$ cat src/rtl/skli_pkg.sv
`default_nettype none

package skli_pkg;

   localparam int DEFAULT_DEPTH = 1024;
   localparam int KEY_BYTES     = 20;
   localparam int KEY_W         = KEY_BYTES * 8;
   localparam int REC_W         = 31;

   typedef logic [KEY_W-1:0] key_type;
   typedef logic [REC_W-1:0] rec_type;

   typedef struct packed {
      key_type key;
      rec_type rec;
   } entry_type;

   // Result of comparing the search key against a stored key.
   typedef struct packed {
      logic equal;
      logic greater;
   } cmp_type;

   typedef enum logic {
      OP_LOOKUP = 1'b0,
      OP_INSERT = 1'b1
   } op_type;

endpackage

`default_nettype wire

$ cat src/rtl/skli_key_cmp.sv
`default_nettype none

module skli_key_cmp
   import skli_pkg::*;
(
   input  wire key_type search_key,
   input  wire key_type table_key,
   output      cmp_type result
);

   // Byte 0 sits in the top bits, so an unsigned compare gives byte-wise order.
   always_comb begin
      result.equal   = (search_key == table_key);
      result.greater = (search_key > table_key);
   end

endmodule

`default_nettype wire

$ cat config.mk
export PLATFORM = sky130hd
export DESIGN_NAME = skli_key_cmp
export DESIGN_NICKNAME = d
export VERILOG_FILES = /design/src/rtl/skli_pkg.sv /design/src/rtl/skli_key_cmp.sv
export SDC_FILE = /design/constraint.sdc
export NUM_CORES = 1
export LEC_CHECK = 0
export ABC_CLOCK_PERIOD_IN_PS = 1500
export BUFFER_PORTS_ARGS = -buffer_cell sky130_fd_sc_hd__buf_2
export CORE_AREA = 2 2 124 126
export DETAILED_ROUTE_END_ITERATION = 8
export DIE_AREA = 0 0 126 128
export PLACE_DENSITY = 0.62
export SLEW_MARGIN = 40
export SYNTH_ARGS = -nofsm -noshare
export SYNTH_HDL_FRONTEND = slang
export SYNTH_SLANG_ARGS = --single-unit
export TNS_END_PERCENT = 1
$ cat constraint.sdc
create_clock -name vclk -period 1.5
set_input_delay 0 -clock vclk [all_inputs]
set_output_delay 0 -clock vclk [all_outputs]
set_load 0.1 [all_outputs]
After elaboration in Yosys (flattened, before gate mapping)
Cells that the tools add are included.
W data, S select, Z words.
{ "word_totals": {"reg_bits": 0, "in_bits": 320, "out_inout_bits": 2, "word_cells": 2} }
{ "classes": {"n_lt_le_gt_ge": 1, "n_eq_ne": 1} }
{ "ops": {"columns": ["operator", "n"], "rows": [
  ["$eq A160 B160 Y1", 1],
  ["$gt A160 B160 Y1", 1]
]} }

Depth between registers and ports, before layout
Gate-level depths: netlist (run 1).
{ "depth": {"depth_word": 1, "depth_mapped": 9, "depth_no_buf": 9} }

Least setup slack after synthesis (run 1)
Ideal clock, no wire load.
{ "synth_timing": {"path_kind": "input -> output", "startpoint": "input table_key[155]", "endpoint": "output result[0] (netlist name)", "arrival_time_ns": 3.115, "required_ns": 1.500, "path_slack_ns": -1.615, "path_stages": 8, "path_buffers": 0, "cell_sequence": "inv_1 > ha_1 > nand4_1 > or4_4 > nor3_2 > nand4_1 > nor3_2 > a21oi_2"} }
{ "synth_lines": {"columns": ["item", "line_no", "source"], "rows": [
  ["from (decl)", "skli_key_cmp.sv:7", "input wire key_type table_key,"],
  ["to (decl)", "skli_key_cmp.sv:8", "output cmp_type result"]
]} }

==> results by group, run 1 <==
Status
  – Outcome: finished, violations left
  – Failing checks: setup timing

Detailed routing
  – Initial DRC count: 101
  – DR DRC count: 0
  – DR WL/cell: 13.4 µm
  – Pre-antenna DRT Iters: 4
  – Avg Vias per Cell: 4.61
  – Vias: 5302
  – Final antenna-violating net count: 0
  – Total Wirelength: 15.4 mm

Yosys
  – Ys Warns: 0
  – Most frequent cells after synthesis: inv_1 (163), ha_1 (160), a21oi_1 (63), nand4_1 (35), nand2_1 (31)
  – Most frequent cell after synthesis: inv_1
  – Synth area leader: ha_1
  – Post-synthesis sequential area ratio: 0%
  – Synth Net Count: 1056
  – Synth area leaders: ha_1 (49%), inv_1 (15%), a21oi_1 (7.7%), nand4_1 (5.4%), a21o_1 (3.3%)
  – Mean Syn Cell Area: 7.11 µm²
  – Syn Inst Count: 576
  – Synth top area share: 48.9%
  – Cell area after synthesis: 4090 µm²
  – Netlist cell types: 41

Global routing
  – Vias in the first global route: 5300
  – Met3 Use GR: 3.09%
  – GRT Total Usage: 17.8%
  – Gr busiest metal: met2
  – Gr ovfl total: 0
  – Initial antenna violation count: 5
  – First-pass GRT wire length: 23.8 mm
  – Grt met2 use: 34.9%
  – Global routing usage on met1: 20.4%
  – Pin count of the biggest net entering global routing: 6

Placed design
  – Post-DP HPWL: 14.5 mm
  – Cells after DPL: 1142
  – Buffers on Ports: 322
  – Area post-placement: 6510 µm²
  – Place WS: -1.10 ns
  – GP Congestion: 0.883

Finish
  – Post-layout util: 46.7%
  – Post-route insts no fill: 1151
  – Synth-to-layout area growth: 69.5%
  – Layout cells sized above 1: 45.9%
  – FF+latch count: 0
  – Clock buffer cells: 0
  – FILL cells: 1546
  – Register area: 0 µm²
  – Design Area, Final: 6940 µm²
  – Layout Nets: 1442

Run
  – Max-Cap Viols: 0

STA
  – Final period util: 142%
  – Pins Over Slew Limit: 0
  – Worst-Margin Slew: 0.345 ns
  – Fmax: 468 MHz
  – Slew margin rel.: 76.9%
  – Hold Slack: 0.767 ns
  – Final setup margin: -0.635 ns
  – RSZ-0062 raised after global routing: true
  – Setup tns final: -1.19 ns
  – Final hold vios: 0
  – Final setup fails: 2
  – Tmin final: 2.14 ns

Die
  – Rows: 45
  – Die width: 126 µm
  – DIE AREA: 16100 µm²
  – Core Footprint: 14900 µm²
  – Vert. Die Dim: 128 µm
  – I/O pin cnt: 322
  – Initial Util: 27.5%

Power and ir drop
  – Power density cells: 243 nW/µm²
  – Leakage: 4.24 nW
  – Total Power: 1.68 mW
  – Maximum VDD drop: 223 µV

Setup path
  – Worst path required time: 1.50 ns
  – Crit. End Element: primary output
  – Max incr delay on CP: 0.60 ns
  – Crit Path Category: input port to primary output
  – CP arrival: 2.14 ns
  – Cell breakdown of the critical path: buf_6 > inv_4 > ha_4 > nand4_4 > or4_4 > nand4b_1 > a311oi_4 > nor4_4 > a21oi_4 > buf_12
  – CP max stage cell: or4_4
  – Critical path peak fanout: 4
  – Startpoint Class: input port

Hold path
  – Hold crit path type: input port to primary output
==> logic make-up after synthesis <==
logic type	after synthesis	share of synthesized area, %
and+or+nand+nor	124	16.9
buffers and inverters	163	14.9
AOI/OAI and AO/OA	129	19.2
adders and majority gates	160	48.9
==> placed cells by master, fill, tap and decap left out, types with 2 or more instances in the layout <==
master    count
o211ai_1      2
buf_6        13
a21boi_1      2
ha_1        141
nor3_1        5
nand2_1      31
o21ai_1       4
nand2b_1      2
inv_1       148
inv_4         5
a21oi_1      61
nor2_1        7
a221o_1       2
a21o_1       18
o21bai_1      2
or4_4         2
nand4_1      35
and4_1        5
nor4_1        3
ha_4         19
o21ai_0      13
nand3_1      18
a21oi_2       2
a221oi_1      3
buf_2       308
nor3_4        2
diode_2       3
buf_4        61
a211oi_1      7
nor4_2        3
inv_2        10
nor3_2        2
buf_12        2
==> worst max-delay path, delay by kind of cell <==
family | cells | cell delay, ns
buffers and inverters | 3 | 0.30
adders and majority gates | 1 | 0.27
AOI/OAI and AO/OA | 2 | 0.51
and+or+nand+nor | 4 | 1.05
==> report_power, final <==
group	leakage, nW	internal [mW]	total (mW)	switching [mW]
Sequential	0	0	0	0
Combinational	4.24	0.918	1.68	0.767
Clock	0.0000190	0.000000268	0.000000268	0
==> area by class of cell <==
| type | instances | area, µm² | area share, % |
|---|---|---|---|
| multi-input cells | 413 | 3880 | 56.0 |
| repair buffers | 384 | 2190 | 31.5 |
| inverters | 163 | 624 | 9.00 |
| well taps | 188 | 235 | 3.39 |
| diodes | 3 | 7.51 | 0.108 |
==> worst paths after layout <==
check,startpoint,end,cells after the start
worst max-delay path,table_key[150],result[0],10
worst min-delay path,table_key[0],result[1],6
==> timing repair <==
| item | 4_1_cts | 5_1_grt |
|---|---|---|
| endpoints found under the setup margin | 2 | 2 |
| gates resized for setup | 47 | 20 |
| pin swaps | 33 | 15 |
| hold buffers | 0 | 0 |
| endpoints found under the hold margin | 0 | 0 |
| setup buffers | 3 | 4 |
==> per-layer routing <==
metal / up-vias / wire [µm]
li1: 2809 / -
met1: 2281 / 6320
met2: 190 / 7820
met3: 18 / 1060
met4: 4 / 172
met5: - / 27
Note: power is estimated with default switching activity, not from simulation.
==> inputs of run 2 (changes only) <==
--- a/config.mk
+++ b/config.mk
@@ -10,6 +10,7 @@
 export CORE_AREA = 2 2 124 126
 export DETAILED_ROUTE_END_ITERATION = 8
 export DIE_AREA = 0 0 126 128
+export GPL_TIMING_DRIVEN = 0
 export PLACE_DENSITY = 0.62
 export SLEW_MARGIN = 40
 export SYNTH_ARGS = -nofsm -noshare
==> run 2 against run 1 <==
Net effect: the flow still finishes with violations (setup timing); critical path type unchanged; fmax decreased by 1.5%; non-clock buffer count decreased by 60; sequential share of layout area unchanged; count of clock-buffer cells in the layout unchanged; highest routed layer unchanged; cell count decreased by 5.5%; critical path depth unchanged; via count decreased by 5.4%.
==> results by group, run 2 (synthesis results as in run 1) <==
Setup path
  – Critical path peak fanout: 4 (unchanged)
  – Crit Path Category: input port to primary output
  – Crit. End Element: primary output
  – Startpoint Class: input port
  – Worst path required time: 1.50 ns (about the same)
  – CP arrival: 2.17 ns (+0.03 ns)
  – CP max stage cell: or4_4
  – Cell breakdown of the critical path: buf_2 > inv_1 > ha_4 > nand4_2 > or4_4 > nand4b_1 > a311oi_2 > nor4_4 > a21oi_4 > buf_12
  – Max incr delay on CP: 0.57 ns (-0.03 ns)

Global routing
  – First-pass GRT wire length: 23.0 mm (-3.7%)
  – Initial antenna violation count: 1 (-4)
  – Pin count of the biggest net entering global routing: 6 (unchanged)
  – GRT Total Usage: 17.2% (-0.60 points)
  – Vias in the first global route: 4966 (-6.3%)
  – Gr ovfl total: 0 (unchanged)

Detailed routing
  – Vias: 5015 (-5.4%)
  – Total Wirelength: 14.8 mm (-4.0%)
  – DR WL/cell: 13.6 µm (+1.6%)
  – Avg Vias per Cell: 4.61 (about the same)
  – Pre-antenna DRT Iters: 4 (unchanged)
  – Final antenna-violating net count: 0 (unchanged)
  – Initial DRC count: 97 (-4.0%)
  – DR DRC count: 0 (unchanged)

Die
  – Core Footprint: 14900 µm² (unchanged)
  – Initial Util: 27.5% (unchanged)
  – Rows: 45 (unchanged)
  – DIE AREA: 16100 µm² (unchanged)
  – Vert. Die Dim: 128 µm (unchanged)
  – I/O pin cnt: 322 (unchanged)
  – Die width: 126 µm (unchanged)

Status
  – Outcome: finished, violations left
  – Failing checks: setup timing

Power and ir drop
  – Power density cells: 237 nW/µm² (-2.6%)
  – Leakage: 3.96 nW (-6.8%)
  – Maximum VDD drop: 80.2 µV (-64%)

Finish
  – Most frequent cells in the layout: buf_2 (312), inv_1 (148), ha_1 (143)
  – Layout Nets: 1382 (-4.2%)
  – Most common cell after layout, fill and taps aside: buf_2
  – Register area: 0 µm² (unchanged)
  – Antenna cells: 0 (-3)
  – Synth-to-layout area growth: 55.8%
  – FILL cells: 1569 (+1.5%)
  – Layout cells sized above 1: 41.6% (-4.4 points)
  – Clock buffer cells: 0 (unchanged)
  – Post-layout util: 42.9% (-3.8 points)
  – FF+latch count: 0 (unchanged)

STA
  – Slew margin rel.: 75.0% (-1.8 points)
  – Hold Slack: 0.661 ns (-0.106 ns)
  – Final hold vios: 0 (unchanged)
  – Final setup margin: -0.667 ns (-0.0319 ns)
  – Setup tns final: -1.24 ns (-0.0487 ns)
  – Tmin final: 2.17 ns (+0.0319 ns)
  – Worst-Margin Slew: 0.372 ns (+0.0270 ns)
  – RSZ-0062 raised after global routing: true
  – Final setup fails: 2 (unchanged)
  – Final period util: 144% (+2.1 points)
  – Fmax: 461 MHz (-1.5%)
  – Pins Over Slew Limit: 0 (unchanged)

Placed design
  – Post-DP HPWL: 14.0 mm (-3.3%)
  – GP Congestion: 0.827 (-6.4%)
  – Place WS: -1.17 ns (-0.0671 ns)
  – Buffers on Ports: 322 (unchanged)

Hold path
  – Hold Path Depth: 5 (-1)
  – Hold Crit Start: table_key[0]
  – Worst Hold End: result[1]
  – Hold crit path type: input port to primary output

Run
  – Max-Cap Viols: 0 (unchanged)
-- run 2: cell count changes in the layout (fill, tap and decap cells not counted), moves of 2 or more --
cell and change:
a21oi_1 +2, a21oi_2 -2, buf_2 +4, buf_4 -59, buf_6 -6, diode_2 -3
ha_1 +2, ha_4 -2
-- run 2: stage by stage --
step / std cells / area, µm² / power (mW)
6_report: 1088 / 6380 / 1.51
5_1_grt: 1088 / 6380 / 1.75
4_1_cts: 1087 / 6150 / 1.47
3_5_place_dp: 1086 / 6080 / 1.44
3_3_place_gp: 1086 / 6080 / 1.42
2_1_floorplan: 576 / 4230 / 0.789
-- run 2: what timing repair did --
action | in CTS | in global routing
buffers inserted | 1 | 1
endpoints found under the setup margin | 2 | 2
hold buffers | 0 | 0
gates resized for setup | 14 | 39
hold endpoints to repair | 0 | 0
pin swaps | 4 | 17
-- run 2: cell type report --
type | instances | area (µm²) | share of cell area (%)
Tap cell | 188 | 235 | 3.69
Inverter | 163 | 622 | 9.75
Timing Repair Buffer | 324 | 1710 | 26.8
Multi-Input combinational cell | 413 | 3810 | 59.7
-- run 2: worst max-delay path: cells and delay by family --
kind            cells  cell delay [ns]
buf+inv             3             0.32
simple gates        4             1.03
fa+ha+maj           1             0.27
compound gates      2             0.53
-- run 2: layer usage --
metal | global-route usage [%] | wire (µm) | part of all wire (%) | vias to the layer above
met1 | 21.6 | 6310 | 43 | 2145
li1 | - | - | - | 2677
met2 | 32.4 | 7330 | 50 | 179
met5 | 0 | 13 | 0.088 | -
met3 | 2.46 | 1000 | 6.8 | 12
met4 | 1.16 | 130 | 0.88 | 2
-- run 2: how the worst max path moves through the flow --
stage	start	end	slack (ns)	cells after the start
CTS	table_key[152]	result[0]	-0.71	10
global route	table_key[91]	result[0]	-0.82	11
finish	table_key[150]	result[0]	-0.67	10
detailed placement	table_key[91]	result[1]	-1.17	10
global placement	table_key[91]	result[1]	-1.17	10
floorplan	table_key[83]	result[0]	-0.90	9
-- run 2: power by group --
| part | internal, mW | switching, mW | total (mW) |
|---|---|---|---|
| Sequential | 0 | 0 | 0 |
| Combinational | 0.789 | 0.720 | 1.51 |
| Clock | 0 | 0 | 0 |
